### config.mk
export PLATFORM = sky130hd
export DESIGN_NAME = selective_repeat_receive_window_top_flat
export DESIGN_NICKNAME = d
export VERILOG_FILES = /design/src/rtl/srrw_pkg.sv /design/src/rtl/srrw_pkt_if.sv /design/src/rtl/srrw_res_if.sv /design/src/rtl/selective_repeat_receive_window_top.sv /design/src/flat_wrapper.sv
export SDC_FILE = /design/constraint.sdc
export NUM_CORES = 1
export LEC_CHECK = 0
export BUFFER_PORTS_ARGS = -buffer_cell sky130_fd_sc_hd__clkbuf_2
export CAP_MARGIN = 10
export CORE_MARGIN = 10
export CORE_UTILIZATION = 66
export DETAILED_ROUTE_END_ITERATION = 10
export PLACE_DENSITY_LB_ADDON = 0.25
export SLEW_MARGIN = 15
export SYNTH_ARGS = -nofsm -noshare
export SYNTH_HDL_FRONTEND = slang
export SYNTH_SLANG_ARGS = --single-unit
### constraint.sdc
create_clock -name clk -period 12.8 [get_ports clk]
set_input_delay 1.92 -clock clk [delete_from_list [all_inputs] [get_ports clk]]
set_output_delay 1.92 -clock clk [all_outputs]
set_load 0.03 [all_outputs]
### src/rtl/srrw_pkg.sv
// Shared types and constants of the selective-repeat receive window.
// Used by the channel interfaces and the top level; depends on nothing.
package srrw_pkg;

  localparam int DEF_WINDOW_SLOTS = 32;
  localparam int DEF_SEQ_BITS     = 16;
  localparam int DEF_PAYLOAD_BITS = 32;

  localparam logic OP_HANDSHAKE = 1'b0;
  localparam logic OP_DATA      = 1'b1;

  localparam logic KIND_ACK      = 1'b0;
  localparam logic KIND_DELIVERY = 1'b1;

  typedef enum logic [2:0] {
    ST_IDLE,
    ST_DECIDE,
    ST_ACK,
    ST_RD,
    ST_EMIT
  } state_t;

endpackage

### src/rtl/srrw_pkt_if.sv
// Packet input channel: valid/ready handshake with operation, sequence and payload.
// Depends on srrw_pkg for default widths.
interface srrw_pkt_if import srrw_pkg::*; #(
  parameter int SEQ_BITS     = DEF_SEQ_BITS,
  parameter int PAYLOAD_BITS = DEF_PAYLOAD_BITS
);
  logic                    valid;
  logic                    ready;
  logic                    operation;
  logic [SEQ_BITS-1:0]     seq_number;
  logic [PAYLOAD_BITS-1:0] payload_handle;

  modport source (output valid, operation, seq_number, payload_handle, input ready);
  modport sink (input valid, operation, seq_number, payload_handle, output ready);
endinterface

### src/rtl/srrw_res_if.sv
// Result output channel: valid/ready handshake with acknowledgement or delivery fields.
// Depends on srrw_pkg for default widths.
interface srrw_res_if import srrw_pkg::*; #(
  parameter int SEQ_BITS     = DEF_SEQ_BITS,
  parameter int PAYLOAD_BITS = DEF_PAYLOAD_BITS
);
  logic                    valid;
  logic                    ready;
  logic                    result_kind;
  logic [SEQ_BITS-1:0]     ack_number;
  logic [SEQ_BITS-1:0]     reply_seq;
  logic                    syn_flag;
  logic [PAYLOAD_BITS-1:0] delivered_payload;
  logic                    last_of_run;

  modport source (output valid, result_kind, ack_number, reply_seq, syn_flag,
                  delivered_payload, last_of_run, input ready);
  modport sink (input valid, result_kind, ack_number, reply_seq, syn_flag,
                delivered_payload, last_of_run, output ready);
endinterface

### src/rtl/selective_repeat_receive_window_top.sv
// Receiver window of a selective-repeat link. One packet transaction is taken at a time.
// A packet that is dropped, or that only causes an acknowledgement while the output is
// free, returns to idle from ST_DECIDE; the opening handshake passes through ST_ACK. An
// in-order packet is stored, then each delivered payload is a payload memory read, then
// the output register load, and the closing acknowledgement is the read that finds the
// next slot empty, then the output register load. Any output stall holds the transaction
// in its state. Depends on srrw_pkg, srrw_pkt_if and srrw_res_if.
module selective_repeat_receive_window_top import srrw_pkg::*; #(
  parameter int WINDOW_SLOTS = DEF_WINDOW_SLOTS,
  parameter int SEQ_BITS     = DEF_SEQ_BITS,
  parameter int PAYLOAD_BITS = DEF_PAYLOAD_BITS
) (
  input  logic                clk,
  input  logic                rst,
  input  logic                cfg_we,
  input  logic [SEQ_BITS-1:0] cfg_data,
  srrw_pkt_if.sink            pkt,
  srrw_res_if.source          res
);

  localparam int  SLOT_BITS  = (WINDOW_SLOTS > 1) ? $clog2(WINDOW_SLOTS) : 1;
  localparam logic [SEQ_BITS:0]  WIN_WIDE  = (SEQ_BITS + 1)'(WINDOW_SLOTS);
  localparam logic [SLOT_BITS-1:0] LAST_SLOT = SLOT_BITS'(WINDOW_SLOTS - 1);

  state_t state, state_next;

  logic [SEQ_BITS-1:0]     initial_reply_seq;
  logic                    opened;
  logic [SEQ_BITS-1:0]     last_acked;
  logic [SEQ_BITS-1:0]     reply_counter;
  logic                    syn_state;
  logic [WINDOW_SLOTS-1:0] slot_valid;
  logic [SLOT_BITS-1:0]    base_slot;
  logic [SLOT_BITS-1:0]    cur_slot;

  logic                    pkt_op;
  logic [SEQ_BITS-1:0]     pkt_seq;
  logic [PAYLOAD_BITS-1:0] pkt_payload;

  logic [PAYLOAD_BITS-1:0] slot_mem [WINDOW_SLOTS];
  logic [PAYLOAD_BITS-1:0] rd_data;

  logic                    out_valid;
  logic                    out_kind;
  logic [SEQ_BITS-1:0]     out_ack;
  logic [SEQ_BITS-1:0]     out_reply;
  logic                    out_syn;
  logic [PAYLOAD_BITS-1:0] out_payload;
  logic                    out_last;

  logic                    out_free;
  logic [SEQ_BITS-1:0]     seq_dist;
  logic                    out_of_win;
  logic [SEQ_BITS:0]       slot_sum;
  logic [SEQ_BITS:0]       slot_wrap;
  logic [SLOT_BITS-1:0]    pkt_slot;
  logic [SLOT_BITS-1:0]    cur_slot_inc;
  logic [SLOT_BITS-1:0]    base_slot_inc;

  logic do_open;
  logic do_store;
  logic emit_ack;
  logic emit_dlv;

  assign out_free   = !out_valid || res.ready;
  assign pkt.ready  = (state == ST_IDLE);
  assign seq_dist   = pkt_seq - last_acked;
  assign out_of_win = {1'b0, seq_dist} > WIN_WIDE;
  assign slot_sum   = (SEQ_BITS + 1)'(base_slot) + {1'b0, seq_dist};
  assign slot_wrap  = (slot_sum >= WIN_WIDE) ? slot_sum - WIN_WIDE : slot_sum;
  assign pkt_slot   = slot_wrap[SLOT_BITS-1:0];
  assign cur_slot_inc  = (cur_slot == LAST_SLOT) ? '0 : cur_slot + 1'b1;
  assign base_slot_inc = (base_slot == LAST_SLOT) ? '0 : base_slot + 1'b1;

  always_comb begin
    state_next = state;
    do_open    = 1'b0;
    do_store   = 1'b0;
    emit_ack   = 1'b0;
    emit_dlv   = 1'b0;
    case (state)
      ST_IDLE: begin
        if (pkt.valid) begin
          state_next = ST_DECIDE;
        end
      end
      ST_DECIDE: begin
        if (pkt_op == OP_HANDSHAKE && !opened) begin
          do_open    = 1'b1;
          state_next = ST_ACK;
        end else if (pkt_op == OP_HANDSHAKE || (opened && !out_of_win && seq_dist != 1)) begin
          if (pkt_op == OP_DATA && seq_dist != 0) begin
            do_store = !slot_valid[pkt_slot];
          end
          emit_ack   = out_free;
          state_next = out_free ? ST_IDLE : ST_ACK;
        end else if (opened && !out_of_win) begin
          do_store   = 1'b1;
          state_next = ST_RD;
        end else begin
          state_next = ST_IDLE;
        end
      end
      ST_ACK: begin
        if (out_free) begin
          emit_ack   = 1'b1;
          state_next = ST_IDLE;
        end
      end
      ST_RD: begin
        state_next = slot_valid[cur_slot] ? ST_EMIT : ST_ACK;
      end
      ST_EMIT: begin
        if (out_free) begin
          emit_dlv   = 1'b1;
          state_next = ST_RD;
        end
      end
      default: begin
        state_next = ST_IDLE;
      end
    endcase
  end

  always_ff @(posedge clk) begin
    if (rst) begin
      state <= ST_IDLE;
    end else begin
      state <= state_next;
    end
  end

  always_ff @(posedge clk) begin
    if (do_store) begin
      slot_mem[pkt_slot] <= pkt_payload;
    end
    rd_data <= slot_mem[cur_slot];
  end

  always_ff @(posedge clk) begin
    if (pkt.valid && pkt.ready) begin
      pkt_op      <= pkt.operation;
      pkt_seq     <= pkt.seq_number;
      pkt_payload <= pkt.payload_handle;
    end
    if (do_store) begin
      cur_slot <= pkt_slot;
    end else if (emit_dlv) begin
      cur_slot <= cur_slot_inc;
    end
  end

  always_ff @(posedge clk) begin
    if (rst) begin
      initial_reply_seq <= '0;
      opened            <= 1'b0;
      last_acked        <= '0;
      reply_counter     <= '0;
      syn_state         <= 1'b0;
      slot_valid        <= '0;
      base_slot         <= '0;
    end else begin
      if (cfg_we) begin
        initial_reply_seq <= cfg_data;
      end
      if (do_open) begin
        opened        <= 1'b1;
        last_acked    <= pkt_seq;
        reply_counter <= initial_reply_seq;
        syn_state     <= 1'b1;
        base_slot     <= '0;
      end
      if (do_store) begin
        slot_valid[pkt_slot] <= 1'b1;
      end
      if (emit_dlv) begin
        syn_state            <= 1'b0;
        reply_counter        <= reply_counter + 1'b1;
        last_acked           <= last_acked + 1'b1;
        slot_valid[cur_slot] <= 1'b0;
        base_slot            <= base_slot_inc;
      end
    end
  end

  always_ff @(posedge clk) begin
    if (rst) begin
      out_valid <= 1'b0;
    end else if (emit_ack || emit_dlv) begin
      out_valid <= 1'b1;
    end else if (res.ready) begin
      out_valid <= 1'b0;
    end
  end

  always_ff @(posedge clk) begin
    if (emit_ack) begin
      out_kind    <= KIND_ACK;
      out_ack     <= last_acked;
      out_reply   <= reply_counter;
      out_syn     <= syn_state;
      out_payload <= '0;
      out_last    <= 1'b1;
    end else if (emit_dlv) begin
      out_kind    <= KIND_DELIVERY;
      out_ack     <= last_acked + 1'b1;
      out_reply   <= reply_counter + 1'b1;
      out_syn     <= 1'b0;
      out_payload <= rd_data;
      out_last    <= 1'b0;
    end
  end

  assign res.valid             = out_valid;
  assign res.result_kind       = out_kind;
  assign res.ack_number        = out_ack;
  assign res.reply_seq         = out_reply;
  assign res.syn_flag          = out_syn;
  assign res.delivered_payload = out_payload;
  assign res.last_of_run       = out_last;

  a_emit_slot_valid: assert property (@(posedge clk) disable iff (rst)
    (state == ST_EMIT) |-> slot_valid[cur_slot])
    else $error("Delivery pending on a slot that is not valid.");

  a_accept_decide: assert property (@(posedge clk) disable iff (rst)
    (pkt.valid && pkt.ready) |=> (state == ST_DECIDE))
    else $error("Accepted transaction was not decoded next.");

  a_delivery_opened: assert property (@(posedge clk) disable iff (rst)
    (res.valid && res.result_kind == KIND_DELIVERY) |-> opened)
    else $error("Delivery produced before the link was opened.");

  a_no_emit_overwrite: assert property (@(posedge clk) disable iff (rst)
    (out_valid && !res.ready) |-> !(emit_ack || emit_dlv))
    else $error("Output register overwritten while stalled.");

endmodule
### src/flat_wrapper.sv
// flat-port wrapper written by rule: the top's interface ports become plain ports
module selective_repeat_receive_window_top_flat import srrw_pkg::*;
#(
  parameter int WINDOW_SLOTS = DEF_WINDOW_SLOTS,
  parameter int SEQ_BITS     = DEF_SEQ_BITS,
  parameter int PAYLOAD_BITS = DEF_PAYLOAD_BITS
)
  (clk, rst, cfg_we, cfg_data, pkt_valid, pkt_operation, pkt_seq_number, pkt_payload_handle, pkt_ready, res_valid, res_result_kind, res_ack_number, res_reply_seq, res_syn_flag, res_delivered_payload, res_last_of_run, res_ready);
  srrw_pkt_if #(.SEQ_BITS(SEQ_BITS), .PAYLOAD_BITS(PAYLOAD_BITS)) pkt_i ();
  srrw_res_if #(.SEQ_BITS(SEQ_BITS), .PAYLOAD_BITS(PAYLOAD_BITS)) res_i ();
  input  logic clk;
  input  logic rst;
  input  logic cfg_we;
  input  logic [SEQ_BITS-1:0] cfg_data;
  input wire logic [$bits(pkt_i.valid)-1:0] pkt_valid;
  input wire logic [$bits(pkt_i.operation)-1:0] pkt_operation;
  input wire logic [$bits(pkt_i.seq_number)-1:0] pkt_seq_number;
  input wire logic [$bits(pkt_i.payload_handle)-1:0] pkt_payload_handle;
  output wire logic [$bits(pkt_i.ready)-1:0] pkt_ready;
  output wire logic [$bits(res_i.valid)-1:0] res_valid;
  output wire logic [$bits(res_i.result_kind)-1:0] res_result_kind;
  output wire logic [$bits(res_i.ack_number)-1:0] res_ack_number;
  output wire logic [$bits(res_i.reply_seq)-1:0] res_reply_seq;
  output wire logic [$bits(res_i.syn_flag)-1:0] res_syn_flag;
  output wire logic [$bits(res_i.delivered_payload)-1:0] res_delivered_payload;
  output wire logic [$bits(res_i.last_of_run)-1:0] res_last_of_run;
  input wire logic [$bits(res_i.ready)-1:0] res_ready;
  assign pkt_i.valid = pkt_valid;
  assign pkt_i.operation = pkt_operation;
  assign pkt_i.seq_number = pkt_seq_number;
  assign pkt_i.payload_handle = pkt_payload_handle;
  assign pkt_ready = pkt_i.ready;
  assign res_valid = res_i.valid;
  assign res_result_kind = res_i.result_kind;
  assign res_ack_number = res_i.ack_number;
  assign res_reply_seq = res_i.reply_seq;
  assign res_syn_flag = res_i.syn_flag;
  assign res_delivered_payload = res_i.delivered_payload;
  assign res_last_of_run = res_i.last_of_run;
  assign res_i.ready = res_ready;
  selective_repeat_receive_window_top #(.WINDOW_SLOTS(WINDOW_SLOTS), .SEQ_BITS(SEQ_BITS), .PAYLOAD_BITS(PAYLOAD_BITS)) u_core (.clk(clk), .rst(rst), .cfg_we(cfg_we), .cfg_data(cfg_data), .pkt(pkt_i), .res(res_i));
endmodule
; Yosys cells after proc, flatten, opt, wreduce, memory -nomap -nowiden
; Memories as Yosys holds them, arrays and structs flattened. A register that Yosys moved wholly into a read port is not among the register bits.
; Index checks and enable logic that the tools add are counted.
[word_totals]
inputBits = 70
memories = 1
mem_bits_rw = 1024
out_inout_bits = 69
ff_bits = 212
[classes]
n_mux = 53
order_cmp = 6
eq_ne = 10
n_bitwise = 4
addsub = 7
n_reduce_logical = 22
[memory_table]
columns = name, words, word_bits, rd, rd_clocked_by_memory_dff, write_ports, line_no
row1 = u_core.slot_mem, 32, 32, 1, 1, 1, selective_repeat_receive_window_top.sv:40  ; logic [PAYLOAD_BITS-1:0] slot_mem [WINDOW_SLOTS];
[op_table]
columns = op, count
row1 = $mux W16, 8
row2 = $mux W32, 3
row3 = $mux W5, 7
row4 = $add A16 B1 Y16 const B, 2
row5 = $and A32 B32 Y32, 1
row6 = $not A32 Y32, 1
row7 = $or A32 B32 Y32, 1
row8 = $mux W1, 21
row9 = $mux W3, 6
row10 = $add A5 B16 Y17, 1
row11 = $ge A17 B6 Y1 const B, 1
row12 = $gt A16 B6 Y1 const B, 1
row13 = $ne A16 B1 Y1 const B, 1
row14 = $reduce_bool A16 Y1, 1
row15 = $sub A16 B16 Y16, 1
row16 = $pmux W3 S5, 1
row17 = $lt A5 B6 Y1 const B, 2
row18 = $add A5 B1 Y5 const B, 2
row19 = $bmux W1 S5, 2
row20 = $demux W1 S5, 2
row21 = $eq A5 B5 Y1 const B, 2
row22 = $ge A5 B1 Y1 const B, 2
row23 = $reduce_bool A2 Y1, 4
row24 = $logic_and A1 B1 Y1, 7
row25 = other kinds (14), 22

; Depth between registers and ports, before layout
[logic_depth]
word_depth = 15
mapped_depth = 17
ltp_nobuf = 15

; Least setup slack after synthesis
; Ideal clock, no wire load.
[synth_path]
path_type = register to register
start = register u_core.last_acked[0]
end = memory u_core.slot_mem[16][0] (netlist name) (enable)
arrival_time_ns = 5.552
setup_ns = 0.461
path_stages_with_launch = 15
synth_period_minus_slack_ns = 6.013
slack_ns = 6.787
path_cell_list = dfxtp_1 ha_1 inv_1 fa_1 fa_1 clkbuf_1 clkbuf_1 mux4_2 nand2_1 nand2_1 a31oi_1 a31oi_1 nand2b_1 clkbuf_1 nor3_1
[synth_via]
elab_chain_cells = 13
word_cells_on_any_way = 23
classes_between = 3 x add/sub / 2 x order compare / 1 x eq/ne / 10 x mux / 7 x reduce/logical
[synth_lines]
columns = item, line_no
row1 = "start, declared", selective_repeat_receive_window_top.sv:29  ; logic [SEQ_BITS-1:0] last_acked;
row2 = "start signal, assigned", selective_repeat_receive_window_top.sv:168  ; last_acked <= pkt_seq;
row3 = "start signal, assigned", selective_repeat_receive_window_top.sv:179  ; last_acked <= last_acked + 1'b1;
row4 = $sub A16 B16 Y16 *, selective_repeat_receive_window_top.sv:67  ; assign seq_dist = pkt_seq - last_acked;
row5 = $add A5 B16 Y17, selective_repeat_receive_window_top.sv:69  ; assign slot_sum = (SEQ_BITS + 1)'(base_slot) + {1'b0, seq_dist};
row6 = $ge A17 B6 Y1 / $sub A5 B1 Y5 (equally long branches), selective_repeat_receive_window_top.sv:70  ; assign slot_wrap = (slot_sum >= WIN_WIDE) ? slot_sum - WIN_WIDE : slot_sum;
row7 = $mux W5, selective_repeat_receive_window_top.sv:70
row8 = $bmux W1 S5, selective_repeat_receive_window_top.sv:93  ; do_store = !slot_valid[pkt_slot];
row9 = $mux W1 (not written as such), selective_repeat_receive_window_top.sv:93
row10 = $logic_not A1 Y1, selective_repeat_receive_window_top.sv:93
row11 = $mux W1, selective_repeat_receive_window_top.sv:92  ; if (pkt_op == OP_DATA && seq_dist != 0) begin
row12 = $mux W1, selective_repeat_receive_window_top.sv:91  ; end else if (pkt_op == OP_HANDSHAKE || (opened && !out_of_win && seq_dist != 1)) begin
row13 = $mux W1, selective_repeat_receive_window_top.sv:88  ; if (pkt_op == OP_HANDSHAKE && !opened) begin
row14 = $mux W1, selective_repeat_receive_window_top.sv:81  ; case (state)
row15 = $mux W1, selective_repeat_receive_window_top.sv:134  ; if (do_store) begin
row16 = $mux W1 (not written as such), selective_repeat_receive_window_top.sv:135  ; slot_mem[pkt_slot] <= pkt_payload;
row17 = "end, declared", selective_repeat_receive_window_top.sv:40
; Mark *: on every way between the ends. The rest lies on a longest branch, timed or not. The select of a mux whose other input is x is not followed.

; Final worst setup path
[layout_path]
start = register u_core.last_acked[0]
end = memory u_core.slot_mem[17][16] (netlist name) (enable)
; Same word-level chain as after synthesis.

==> results.toml <==
[final_layout]
diodes = 0
syn_to_final_growth_pct = 12.19
fin_area_mm2 = 0.05537
fin_nets = 2971
drive_gt1_frac = 0.2441

[routing]
drc = 0
first_pass_iters = 8
vias = 27713
drt_wl_total_um = 126000
avgViaCountPerCell = 7.028
drt_iter0_drc = 3887
ant_nets = 0
routedWlPerCell_um = 31.95

[sta]
clock_skew_ns = 0.01772
fmax_mhz = 167.3
setup_slack_ns = 6.822
hold_viol_final = 0
period_share = 0.4670
rsz0062_at_grt = "false"
worst_pin_slew_ns = 1.246
relSlewSlack = 0.1694
setup_viol = 0
fin_crit_ns = 5.978
finalMaxSlewViolations = 0
tns_ns = 0

[logic_synthesis]
yosysTopAreaCell = "edfxtp_1"
synth_common_cells = "edfxtp_1, mux4_2, nor2_1, dfxtp_1, a22oi_1"
synth_edf_count = 1111
synth_top_flop_cell = "edfxtp_1"
synth_warnings = 0
yosysMostFrequentCell = "edfxtp_1"
synth_area_mm2 = 0.04936
synth_area_per_cell_um2 = 18.27
synthArstFlopShare = 0
synth_seq_area_share = 0.7396
synth_top_area_frac = 0.6759
synth_area_leaders = "edfxtp_1, mux4_2, dfxtp_1"
synth_seq_cells = 1268
synthCells = 2701
syn_nets = 2801
ys_types = 63

[setup_path]
endpoint_kind = "register"
startpoint_type = "register"
crit_required_ns = 13.13
arrival_ns = 6.31
crit_fanout = 32
path_class = "register to register"

[clock_tree]
ctsHtreeMaxLevel = 3
cts_buffers = 118
cts_hold_buf = 0
clock-sinks = 1268
clk_pin_slew_ns = 0.06
worstSkewPairLatency_ns = 0.69
clock_tree.root_cell = "clkbuf_16"
cts_tree = "built"
cts_setup_buffers = 0
cts_resized = 0
clk_path_buf_depth = 3

[power]
comb_power_share = 0.037
leakage_nw = 17.88
clkPwrFrac = 0.415
power-per-cell-area_mw_per_mm2 = 151.7
swShare = 0.2114
seq_power_share = 0.547
ir_drop_v = 0.0001136
p_sw_mw = 1.775
p_int_mw = 6.624

[place]
hpwl_um = 72910
place.port_buffers = 138
gp_congestion = 0.9043
place_area_mm2 = 0.05138
dpl_worst_slack_ns = 6.988

[floorplanning]
fp.dieW_um = 293.5
core-area_mm2 = 0.07432
io_pins = 139
initial_core_util = 0.6641
die_area_mm2 = 0.08612
die_h_um = 293.5
fp-row-count = 100

[grt]
grt_overflow = 0
grt_pass1_wl_um = 186600
antenna_found_initial = 1
gr-usage-all-layers = 0.2936
first_global_vias = 27651
grt_max_degree = 107

[job]
cap_violations = 0

[min_path]
hp-class = "register to register"

[run_status]
status = "completed"
==> metal layers <==
metal,vias up,track usage,part of all wire
li1,11336,-,-
met1,14159,0.3780,0.35
met2,1909,0.4879,0.51
met3,307,0.04158,0.085
met4,2,0.1525,0.056
met5,-,0,0.00010
==> state kept, by name, summed over array words and instances (netlist names), 32 cells and up <==
register                      cells
u_core.pkt_payload               32
u_core.rd_data                   32
u_core.slot_valid                32
u_core.slot_mem                1024
u_core.res.delivered_payload     32
==> power by group through the flow <==
stage          registers [mW]  clock network (mW)  logic, mW
2_1_floorplan            4.70                   0      0.145
3_3_place_gp             4.69                   0      0.281
3_5_place_dp             4.70                   0      0.289
4_1_cts                  4.61                3.51      0.292
5_1_grt                  4.60                3.67      0.336
6_report                 4.60                3.49      0.315
==> cell type report <==
type	count	area (um^2)
fillers	4074	18950
flip-flops and latches	1268	36510
repair buffers	218	1381
well taps	969	1212
inverters	29	108.9
clock buffers	172	3351
clock inverters	51	501.7
multi-input cells	1236	12310
==> placed cells by master (no fill, tap or decap), types with 38 or more instances in the layout <==
cell	count
a22oi_1	132
buf_4	70
clkbuf_1	39
clkbuf_16	123
clkbuf_2	138
dfxtp_1	157
edfxtp_1	1111
mux4_2	273
nand2_1	73
nand3_1	48
nor2_1	170
nor3_1	51
o21ai_0	82
xnor2_1	38
==> kinds of logic after synthesis <==
group                      Yosys count  synth area share
adders and majority gates           30          0.007909
DFF                               1268            0.7396
muxes                              300            0.1306
AOI/OAI and AO/OA                  377           0.05176
buffers and inverters              197           0.01572
xor gates and xnor gates            45          0.008365
and+or+nand+nor                    484           0.04606
==> final timing paths <==
kind | cells past startpoint | slack, ns | startpoint | to
setup / recovery | 16 | 6.82 | u_core.last_acked[0]$_SDFFE_PP0P_ | u_core.slot_mem[17][16]$_DFFE_PP_
hold / removal | 1 | 0.46 | u_core.res.last_of_run$_SDFFE_PP1P_ | u_core.res.last_of_run$_SDFFE_PP1P_
setup reg to reg | 16 | 6.82 | u_core.last_acked[0]$_SDFFE_PP0P_ | u_core.slot_mem[17][16]$_DFFE_PP_
hold reg to reg | 1 | 0.46 | u_core.res.last_of_run$_SDFFE_PP1P_ | u_core.res.last_of_run$_SDFFE_PP1P_
==> critical path, cell delays in order (launching register included) <==
cell	delay, ns
dfxtp_1	0.46
ha_1	0.22
inv_1	0.06
fa_1	0.41
xor2_1	0.31
ha_1	0.35
a21o_1	0.20
a21oi_1	0.19
xnor2_1	0.19
xor2_1	0.78
nor4_1	0.12
a31oi_1	0.27
a31oi_1	0.15
nand2b_2	0.19
buf_4	0.34
nor3_2	0.81
buf_4	0.49
==> stage by stage <==
step | power [mW] | hold slack (ns) | std cells | util
2_1_floorplan | 4.847 | 0.4321 | 2701 | -
3_3_place_gp | 4.971 | 0.4356 | 3711 | 0.6913
3_5_place_dp | 4.985 | 0.4487 | 3711 | 0.6913
4_1_cts | 8.413 | 0.4629 | 3934 | 0.7431
5_1_grt | 8.604 | 0.4816 | 3943 | 0.7451
6_report | 8.400 | 0.4550 | 3943 | 0.7451
Power figures use the tool's default switching activity.
